## config.mk

```make
export PLATFORM = sky130hd
export DESIGN_NAME = kcmsw_ctrl
export DESIGN_NICKNAME = d
export VERILOG_FILES = /design/src/sv/kmer_coverage_min_sd_window_defines.svh /design/src/sv/kcmsw_pkg.sv /design/src/sv/kcmsw_ctrl.sv
export SDC_FILE = /design/constraint.sdc
export NUM_CORES = 1
export LEC_CHECK = 0
export BUFFER_PORTS_ARGS = -buffer_cell sky130_fd_sc_hd__buf_2
export CORE_ASPECT_RATIO = 1.4
export CORE_MARGIN = 1.5
export CORE_UTILIZATION = 30
export DETAILED_ROUTE_END_ITERATION = 10
export SLEW_MARGIN = 25
export SYNTH_ARGS = -nofsm -noshare
export SYNTH_HDL_FRONTEND = slang
export SYNTH_SLANG_ARGS = --single-unit
```

## constraint.sdc

```tcl
create_clock -name clk_i -period 2.2 [get_ports clk_i]
set_input_delay 0.66 -clock clk_i [delete_from_list [all_inputs] [get_ports clk_i]]
set_output_delay 0.66 -clock clk_i [all_outputs]
set_load 0.01 [all_outputs]
```

## src/sv/kmer_coverage_min_sd_window_defines.svh

```systemverilog
// ----------------------------------------------------------------------------
// kmer coverage min sd window assertion macros
// assertion wrappers, empty when SYNTH is defined
// ----------------------------------------------------------------------------
`ifndef KMER_COVERAGE_MIN_SD_WINDOW_DEFINES_SVH
`define KMER_COVERAGE_MIN_SD_WINDOW_DEFINES_SVH
`ifndef SYNTH
// clocked assertion, off while reset is low
`define KCMSW_ASSERT(lbl, clk, rst_n, prop, msg) \
  lbl: assert property (@(posedge clk) disable iff (!rst_n) prop) else $error(msg);
// clocked assertion, also checked during reset
`define KCMSW_ASSERT_NR(lbl, clk, prop, msg) \
  lbl: assert property (@(posedge clk) prop) else $error(msg);
`else
`define KCMSW_ASSERT(lbl, clk, rst_n, prop, msg)
`define KCMSW_ASSERT_NR(lbl, clk, prop, msg)
`endif
`endif

```

## src/sv/kcmsw_pkg.sv

```systemverilog
// ----------------------------------------------------------------------------
// kcmsw package
// widths, register decode and controller/datapath interface types
// ----------------------------------------------------------------------------
package kcmsw_pkg;

  localparam int IDX_W   = 6;   // positions, counts, window lengths
  localparam int CNT_W   = 24;  // one kmer count
  localparam int KLEN_W  = 6;
  localparam int SUM_W   = 30;  // sum of up to 63 counts
  localparam int SQS_W   = 54;  // sum of squares
  localparam int PROD_W  = 60;
  localparam int DEN_W   = 12;  // len * len
  localparam int REM_W   = DEN_W + 1;
  localparam int DVD_W   = PROD_W + 16;
  localparam int DIVC_W  = 7;
  localparam int RAD_W   = 64;
  localparam int ROOT_W  = 32;
  localparam int SQC_W   = 6;
  localparam int MEAN_W  = 32;
  localparam int OUT_W   = 80;

  localparam logic [IDX_W-1:0] MAX_K = 6'd32;

  // paddr[2] selects the register word
  localparam logic REG_KMER_LENGTH = 1'b0;

  typedef struct packed {
    logic load;
    logic pos_first;
    logic pos_next;
    logic win_first;
    logic win_next;
    logic acc_init;
    logic acc_init_fb;
    logic acc;
    logic mul;
    logic sub;
    logic div_mean;
    logic div_var;
    logic take_mean;
    logic take_var;
    logic cmp;
    logic emit_pos;
    logic fb_sum;
    logic emit_sum;
    logic clear_run;
  } cmd_t;

  typedef struct packed {
    logic covers;
    logic acc_last;
    logic div_busy;
    logic sq_busy;
    logic s_at_p;
    logic p_at_end;
    logic out_busy;
  } sts_t;

endpackage

```

## src/sv/kcmsw_ctrl.sv

```systemverilog
// ----------------------------------------------------------------------------
// kcmsw controller
// sequences loading, the window walk, the arithmetic units and output
// ----------------------------------------------------------------------------
module kcmsw_ctrl (
  input  logic            clk_i,
  input  logic            rst_ni,
  input  logic            s_tvalid_i,
  input  logic            s_tlast_i,
  output logic            s_tready_o,
  input  kcmsw_pkg::sts_t sts_i,
  output kcmsw_pkg::cmd_t cmd_o
);
  import kcmsw_pkg::*;

  localparam logic [4:0] ST_LOAD   = 5'd0;
  localparam logic [4:0] ST_SETUP  = 5'd1;
  localparam logic [4:0] ST_POS    = 5'd2;
  localparam logic [4:0] ST_WIN    = 5'd3;
  localparam logic [4:0] ST_RD     = 5'd4;
  localparam logic [4:0] ST_ACC    = 5'd5;
  localparam logic [4:0] ST_MUL    = 5'd6;
  localparam logic [4:0] ST_SUB    = 5'd7;
  localparam logic [4:0] ST_DIVM   = 5'd8;
  localparam logic [4:0] ST_DIVM_W = 5'd9;
  localparam logic [4:0] ST_DIVV   = 5'd10;
  localparam logic [4:0] ST_DIVV_W = 5'd11;
  localparam logic [4:0] ST_SQ_W   = 5'd12;
  localparam logic [4:0] ST_CMP    = 5'd13;
  localparam logic [4:0] ST_EMIT   = 5'd14;
  localparam logic [4:0] ST_EMIT_W = 5'd15;
  localparam logic [4:0] ST_FBSET  = 5'd16;
  localparam logic [4:0] ST_SUM    = 5'd17;
  localparam logic [4:0] ST_SUM_W  = 5'd18;

  logic [4:0] state_q, state_d;
  logic       fb_q, fb_d;

  assign s_tready_o = (state_q == ST_LOAD);

  always_comb begin
    state_d = state_q;
    fb_d    = fb_q;
    cmd_o   = '0;
    case (state_q)
      ST_LOAD: begin
        if (s_tvalid_i) begin
          cmd_o.load = 1'b1;
          if (s_tlast_i) state_d = ST_SETUP;
        end
      end
      ST_SETUP: begin
        if (sts_i.covers) begin
          fb_d              = 1'b1;
          cmd_o.acc_init_fb = 1'b1;
          state_d           = ST_RD;
        end else begin
          fb_d            = 1'b0;
          cmd_o.pos_first = 1'b1;
          state_d         = ST_POS;
        end
      end
      ST_POS: begin
        cmd_o.win_first = 1'b1;
        state_d         = ST_WIN;
      end
      ST_WIN: begin
        cmd_o.acc_init = 1'b1;
        state_d        = ST_RD;
      end
      ST_RD: state_d = ST_ACC;
      ST_ACC: begin
        cmd_o.acc = 1'b1;
        state_d   = sts_i.acc_last ? ST_MUL : ST_RD;
      end
      ST_MUL: begin
        cmd_o.mul = 1'b1;
        state_d   = ST_SUB;
      end
      ST_SUB: begin
        cmd_o.sub = 1'b1;
        state_d   = ST_DIVM;
      end
      ST_DIVM: begin
        cmd_o.div_mean = 1'b1;
        state_d        = ST_DIVM_W;
      end
      ST_DIVM_W: begin
        if (!sts_i.div_busy) begin
          cmd_o.take_mean = 1'b1;
          state_d         = fb_q ? ST_FBSET : ST_DIVV;
        end
      end
      ST_DIVV: begin
        cmd_o.div_var = 1'b1;
        state_d       = ST_DIVV_W;
      end
      ST_DIVV_W: begin
        if (!sts_i.div_busy) begin
          cmd_o.take_var = 1'b1;
          state_d        = ST_SQ_W;
        end
      end
      ST_SQ_W: begin
        if (!sts_i.sq_busy) state_d = ST_CMP;
      end
      ST_CMP: begin
        cmd_o.cmp = 1'b1;
        if (sts_i.s_at_p) begin
          state_d = ST_EMIT;
        end else begin
          cmd_o.win_next = 1'b1;
          state_d        = ST_WIN;
        end
      end
      ST_EMIT: begin
        cmd_o.emit_pos = 1'b1;
        state_d        = ST_EMIT_W;
      end
      ST_EMIT_W: begin
        if (!sts_i.out_busy) begin
          if (sts_i.p_at_end) begin
            state_d = ST_SUM;
          end else begin
            cmd_o.pos_next = 1'b1;
            state_d        = ST_POS;
          end
        end
      end
      ST_FBSET: begin
        cmd_o.fb_sum = 1'b1;
        state_d      = ST_SUM;
      end
      ST_SUM: begin
        cmd_o.emit_sum = 1'b1;
        state_d        = ST_SUM_W;
      end
      ST_SUM_W: begin
        if (!sts_i.out_busy) begin
          cmd_o.clear_run = 1'b1;
          state_d         = ST_LOAD;
        end
      end
      default: state_d = ST_LOAD;
    endcase
  end

  always_ff @(posedge clk_i or negedge rst_ni) begin
    if (!rst_ni) begin
      state_q <= ST_LOAD;
      fb_q    <= 1'b0;
    end else begin
      state_q <= state_d;
      fb_q    <= fb_d;
    end
  end

endmodule

```

Word-level counts from Yosys, hierarchy flattened
Index checks and enable logic that the tools add are counted.
W data, S select, Z words.
{ "op_classes": {"n_eq_ne": 25, "mux": 40, "n_reduce_logical": 2} }
{ "op_table": {"columns": ["op", "n"], "rows": [
  ["$pmux W5 S19", 1],
  ["$mux W5", 9],
  ["$eq A5 B4 Y1 const B", 8],
  ["$mux W1", 27],
  ["$eq A5 B3 Y1 const B", 4],
  ["$eq A5 B5 Y1 const B", 3],
  ["$ne A2 B2 Y1 const B", 7],
  ["$eq A5 B2 Y1 const B", 2],
  ["$reduce_and A7 Y1", 1],
  ["$eq A5 B1 Y1 const B", 1],
  ["$logic_not A5 Y1", 1],
  ["$mux W4", 1],
  ["$mux W3", 1],
  ["$mux W2", 1]
]} }
{ "word_totals": {"ff_bits": 6, "in_bits": 11, "wordCells": 69} }

Longest topological paths before layout
Gate-level depths: netlist (run 1).
{ "depth": {"ltp_word": 3, "ltp_mapped": 6, "ltp_nobuf": 4} }

Worst setup path before layout (run 1)
No wires, ideal clock.
{ "synth_path": {"path_type": "register to output", "start": "register state_q[3]", "end": "output port cmd_o[16] (netlist name)", "t_arrival_ns": 1.401, "required_time_ns": 1.540, "path_slack_ns": 0.139, "stages_incl_launch_ff": 5, "n_path_buf": 1, "path_cell_list": "dfrtp_1 -> clkbuf_1 -> nor2b_1 -> nand2_1 -> nor4_1"} }
{ "synth_lines": {"columns": ["element", "line", "text"], "rows": [
  ["from (decl)", "kcmsw_ctrl.sv:36", "logic [4:0] state_q, state_d;"],
  ["from (signal assigned)", "kcmsw_ctrl.sv:153", "state_q <= state_d;"],
  ["to (decl)", "kcmsw_ctrl.sv:12", "output kcmsw_pkg::cmd_t cmd_o"]
]} }

==> metrics.md, run 1 <==
| Metric | Value |
|---|---|
| Crit-path max FO | 11 |
| Chip Height | 60.1 um |
| Leak | 0.000471 uW |
| Worst Setup Start Kind | flip-flop |
| Routability congestion estimate | 0.840 |
| Worst Tran Pin Value | 0.399 ns |
| I/O Buffers | 30 |
| Clock tree buffer depth | 2 |
| Router iterations before antenna repair | 4 |
| Register bit count reported by yosys | 6 |
| Wire per inst | 14.9 um |
| Row count | 20 |
| CTS root buf | clkbuf_4 |
| Nets | 148 |
| # setup viols final | 0 |
| Final ANT Viol Nets | 0 |
| Max incr delay on CP | 0.36 ns |
| Area delta synth->final | 41.9% |
| CP Class | flip-flop to primary output |
| Ratio of cells with drive above 1 in the final layout | 45.9% |
| Ranking of synthesized cells by area | dfrtp_1, nand2_1, nor2_1 |
| Seq/Total Area, Yosys | 21.5% |
| Largest net degree at the start of global routing | 13 |
| Most common cell after layout, fill and taps aside | buf_2 |
| Critical path buffers and inverters | 2 |
| Ys Warns | 0 |
| Design Area, Final | 991 um^2 |
| Skew final | 0.00765 ns |
| CTS tree | done |
| Clk slew on worst S/H paths | 0.05 ns |
| Die Area | 2630 um^2 |
| Reg2Reg Setup Slack | 0.38 ns |
| Core area | 2180 um^2 |
| Fin. Hold Viols | 0 |
| PD cells | 1350 nW/um^2 |
| Worst R2R Start | state_q[1] |
| Starting density of the core | 32.1% |
| H-tree levels | 1 |
| Post-Layout Cell Count | 157 |
| Rel. slew slack | 73.0% |
| Reg-to-reg endpoint | state_q[0] |
| Class of the most critical hold timing path | input port to asynchronous set/reset pin |
| Post-Syn Area | 698 um^2 |
| CTS buffer count | 3 |
| R2R depth | 5 |
| Cell variety after synth | 37 |
| Commonest non-fill, non-tap cells in the layout | buf_2, buf_4, nor2_1 |
| Ports | 31 |
| Hpwl dp | 1700 um |
| Starting DRT DRC Count | 28 |
| Tot GR Track Use | 16.7% |
| Global route overflow | 0 |
| RSZ-0062 raised after global routing | yes |
| Die Wd | 43.8 um |
| Vias per inst | 5.72 |
| Worst-path cell chain | buf_6, nor2b_2, nand2_2, nor4_1, buf_2 |
| Fmax | 466 MHz |
| Synth top area share | 21.5% |
| Fin util | 45.5% |
| Tmin final | 2.15 ns |
| Run status | finished clean |
| Crit. End Element | primary output |
| First-pass GRT wire length | 3390 um |
| Detailed Route WL | 2350 um |
| Worst Path Arrival | 1.49 ns |
| Fin crit share | 97.5% |
| Placed Area | 905 um^2 |
| CP max-delay cell | dfrtp_1 |
| Dpl cells | 148 |
| Clock sink count | 6 |
| Final Max Tran Viols | 0 |
| Syn Nets | 107 |
| Initial antenna violation count | 0 |
| Syn Inst Count | 96 |
| IR drop worst, VDD | 0.000662 V |
| Vias in the first global route | 793 |
| Cell family with most CP delay | simple AND/OR/NAND/NOR gates |
| Max-cap violation count | 0 |
| Post-CTS Hold Fix Bufs | 0 |
| Vias | 898 |
| Worst-skew pair later-pin latency | 0.24 ns |
| Remaining DRCs | 0 |
| Worst endpoint required time | 1.54 ns |
| Cell taking the most area after synthesis | dfrtp_1 |
| Synth Area per Inst | 7.27 um^2 |
| Fillers | 238 |
| Antenna Cells | 0 |
## routing by layer
layer | vias to the layer above | global-route usage (%) | part of all wire [%]
li1 | 435 | - | -
met1 | 430 | 20.7 | 42
met2 | 30 | 28.8 | 52
met3 | 3 | 1.51 | 5.3
met4 | 0 | 7.36 | 1.4
met5 | - | 0 | 0
## cell usage after synthesis
library cell / n
a211oi_1: 3
a21o_1: 1
a21oi_1: 3
a22oi_1: 1
a2bb2oi_1: 1
a311oi_1: 1
and3_1: 2
and3b_1: 1
buf_1: 1
buf_2: 4
clkbuf_1: 4
dfrtp_1: 6
inv_2: 1
mux2_4: 1
mux2i_1: 2
nand2_1: 11
nand2b_1: 5
nand3_1: 2
nand3b_1: 1
nor2_1: 11
nor2b_1: 4
nor3_1: 8
nor4_1: 4
nor4bb_1: 1
o2111ai_1: 1
o211ai_4: 1
o21a_4: 1
o21ai_0: 1
o21ai_1: 3
o22ai_1: 2
o2bb2ai_1: 1
o311ai_1: 1
o31a_1: 2
or2_2: 1
or3_1: 1
or3b_1: 1
or4b_4: 1
## flip-flops by register name, summed over array words and instances, names as in the netlist
register	cells
fb_q	1
state_q	5
## area by class of cell
| class | count | area [um^2] | share of cell area, % |
|---|---|---|---|
| multi-input cells | 80 | 518 | 52.3 |
| well taps | 22 | 27.5 | 2.78 |
| flip-flops and latches | 6 | 155 | 15.7 |
| inverters | 1 | 3.75 | 0.379 |
| clock buffers | 3 | 22.5 | 2.27 |
| repair buffers | 45 | 264 | 26.6 |
## worst reg2reg max path, delay by kind of cell (launching register included)
kind                   cells  cell delay, ns
AO/OA/AOI/OAI              2            0.31
flip-flops                 1            0.49
multiplexers               1            0.33
buffers and inverters      1            0.19
AND/OR/NAND/NOR            1            0.39
## what timing repair did
item / CTS / global route
resized for setup: 3 / 6
endpoints found under the hold margin: 0 / 0
buffers inserted: 2 / 4
pin swaps: 0 / 1
setup endpoints to repair: 3 / 6
## metrics by stage
stage	hold WS (ns)	total power [uW]	worst slack (ns)	setup TNS, ns
2_1_floorplan	0.364	837	0.139	0
3_3_place_gp	0.489	1120	0.219	0
3_5_place_dp	0.495	1130	0.196	0
4_1_cts	0.225	1270	0.00371	0
5_1_grt	0.234	1430	-0.0347	-0.0592
6_report	0.232	1340	0.0544	0
## power breakdown
part	internal (uW)	switching (uW)
logic	452	528
clock network	61.7	39.9
registers	168	85.8
## how the worst max path moves through the flow
stage / startpoint / slack [ns] / cells after the start / endpoint
floorplan: state_q[3] / 0.14 / 4 / cmd_o[16]
global placement: state_q[2] / 0.22 / 3 / cmd_o[0]
detailed placement: state_q[4] / 0.20 / 3 / cmd_o[0]
CTS: state_q[0] / 0.004 / 3 / cmd_o[0]
global route: state_q[3] / -0.03 / 5 / cmd_o[16]
finish: state_q[3] / 0.05 / 5 / cmd_o[16]
## kinds of logic (layout without fill, tap and decap cells)
group | after synthesis | in the layout | synth area share [%]
simple gates | 54 | 54 | 41.2
flops | 6 | 6 | 21.5
mux | 3 | 3 | 5.02
compound gates | 23 | 23 | 26.2
buf+inv | 10 | 49 | 6.09
No activity file was read; power rests on OpenSTA's default activity.
==> run 2: changes to the inputs <==
--- a/config.mk
+++ b/config.mk
@@ -5,6 +5,7 @@
 export SDC_FILE = /design/constraint.sdc
 export NUM_CORES = 1
 export LEC_CHECK = 0
+export ABC_AREA = 1
 export BUFFER_PORTS_ARGS = -buffer_cell sky130_fd_sc_hd__buf_2
 export CORE_ASPECT_RATIO = 1.4
 export CORE_MARGIN = 1.5
==> metrics.md, run 2 <==
| Metric | Value |
|---|---|
| Dpl cells | 180 |
| Vias | 900 |
| Commonest non-fill, non-tap cells in the layout | nand2_1, buf_2, inv_1 |
| Run status | finished clean |
| Skew final | 0.00185 ns |
| Ys Warns | 0 |
| Final Max Tran Viols | 0 |
| Worst Setup Start Kind | flip-flop |
| Most frequent cell after synthesis | nand2_1 |
| Clock tree buffer depth | 2 |
| Worst-skew pair later-pin latency | 0.24 ns |
| Detailed Route WL | 2150 um |
| Crit-path max FO | 6 |
| I/O Buffers | 30 |
| Crit. End Element | primary output |
| Worst R2R Start | state_q[1] |
| CP Class | flip-flop to primary output |
| Fin util | 42.0% |
| Reg2Reg Setup Slack | 0.71 ns |
| Die Area | 2600 um^2 |
| Wire per inst | 11.7 um |
| Initial antenna violation count | 0 |
| Biggest registers after layout | state_q x5, fb_q x1 |
| Row count | 20 |
| Antenna Cells | 0 |
| Seq/Total Area, Yosys | 21.8% |
| Post-Syn Area | 689 um^2 |
| Post-Layout Cell Count | 184 |
| Worst Path Arrival | 1.44 ns |
| Starting density of the core | 31.7% |
| Fin crit share | 95.5% |
| Fmax | 476 MHz |
| Met3 wire length | 163 um |
| Max-cap violation count | 0 |
| Clk slew on worst S/H paths | 0.05 ns |
| Clock sink count | 6 |
| Ratio of cells with drive above 1 in the final layout | 29.6% |
| Syn Inst Count | 129 |
| Router iterations before antenna repair | 4 |
| Routability congestion estimate | 0.986 |
| CTS buffer count | 3 |
| Core area | 2180 um^2 |
| Chip Height | 59.7 um |
| First-pass GRT wire length | 3320 um |
| Most flops, register | state_q |
| Cell variety after synth | 14 |
| Most frequent cells after synthesis | nand2_1, inv_1, nor2_1 |
| Worst Tran Pin Value | 0.312 ns |
| Die Wd | 43.5 um |
| Leak | 0.000643 uW |
| Global route overflow | 0 |
| Class of the most critical hold timing path | input port to asynchronous set/reset pin |
| Tot GR Track Use | 17.3% |
| IR drop worst, VDD | 0.000611 V |
| Starting DRT DRC Count | 24 |
| Max reg flops | 5 |
| Vias in the first global route | 800 |
| TNS Setup | 0 ns |
| Synth top area share | 21.8% |
| Cell taking the most area after synthesis | dfrtp_1 |
| Fin. Hold Viols | 0 |
| WHS | 0.233 ns |
| Metal-1 WL | 841 um |
| Syn Nets | 140 |
| # setup viols final | 0 |
| Ranking of synthesized cells by area | dfrtp_1, nand2_1, inv_1 |
| Final ANT Viol Nets | 0 |
| Met2 wire len | 1090 um |
| Nets | 175 |
| Design Area, Final | 913 um^2 |
| Tmin final | 2.10 ns |
| H-tree levels | 1 |
| Area delta synth->final | 32.5% |
| Fraction of registers with async set/reset | 100% |
| Main flop type after synthesis | dfrtp_1 |
| Largest net degree at the start of global routing | 13 |
| Top Layer Used | met4 |
| Remaining DRCs | 0 |
| Register bit count reported by yosys | 6 |
| R2R depth | 7 |
| Ports | 31 |
| CTS root buf | clkbuf_4 |
| Most common cell after layout, fill and taps aside | nand2_1 |
| Placed Area | 852 um^2 |
| RSZ-0062 raised after global routing | yes |
| Synth Area per Inst | 5.34 um^2 |
| Worst endpoint required time | 1.54 ns |
| Post-synth EDFFs | 0 |
| CTS tree | done |
| Reg-to-reg endpoint | state_q[2] |
| PD cells | 1070 nW/um^2 |
| Rel. slew slack | 79.1% |
| Hpwl dp | 1780 um |
| Vias per inst | 4.89 |
run 2: cell types whose count changed after synthesis, sizes merged, moves of 16 or more:
cell   previous run  this run
nor2             11        27
inv               1        28
nand2            11        37
nand3             2        18
run 2: timing repair:
action / 4_1_cts / 5_1_grt
gates resized for setup: 1 / 9
hold endpoints to repair: 0 / 0
buffers inserted: 0 / 1
hold buffers: 0 / 0
setup endpoints to repair: 2 / 8
run 2: cell families (layout without fill, tap and decap cells):
group,after synthesis,count (layout),synth area share [%]
compound gates,3,3,2.18
flops,6,6,21.8
buf+inv,30,63,18.5
simple gates,90,90,57.5
run 2: routing by layer:
layer / vias to the layer above / global-route usage, %
met4: 0 / 6.06
met5: - / 0
met1: 388 / 19.4
li1: 464 / -
met2: 42 / 30.5
met3: 6 / 5.14
run 2: area by class of cell:
class | instances | area (um^2)
Multi-Input combinational cell | 93 | 437
Timing Repair Buffer | 32 | 165
Clock buffer | 3 | 22.5
Sequential cell | 6 | 154
Tap cell | 22 | 27.5
Fill cell | 260 | 1260
Inverter | 28 | 108
run 2: per-stage QoR:
| step | setup WS, ns | total power [uW] |
|---|---|---|
| after floorplan | 0.415 | 653 |
| after global placement | 0.259 | 838 |
| after detailed placement | 0.228 | 831 |
| after CTS | 0.00607 | 946 |
| after global routing | -0.0103 | 1080 |
| final | 0.0983 | 978 |
run 2: worst max-delay path by stage:
stage | start | end | slack [ns] | cells after the start
6_report | state_q[1] | cmd_o[6] | 0.1 | 6
4_1_cts | state_q[4] | cmd_o[16] | 0.006 | 6
2_1_floorplan | state_q[0] | cmd_o[18] | 0.41 | 6
3_5_place_dp | state_q[3] | cmd_o[12] | 0.23 | 6
5_1_grt | state_q[3] | cmd_o[12] | -0.01 | 6
3_3_place_gp | state_q[3] | cmd_o[12] | 0.26 | 6
run 2: critical path: stages (launching register included):
cell     delay (ns)
dfrtp_1        0.43
inv_1          0.13
nand2_1        0.15
inv_1          0.15
nand2_1        0.06
nor3_1         0.12
buf_2          0.15
run 2: power by group:
part	leakage, uW	internal [uW]	switching [uW]	total [uW]
logic	0.000556	223	426	650
registers	0.0000729	156	71.5	228
clock network	0.0000138	61.7	39.4	101
total	0.000643	441	537	978
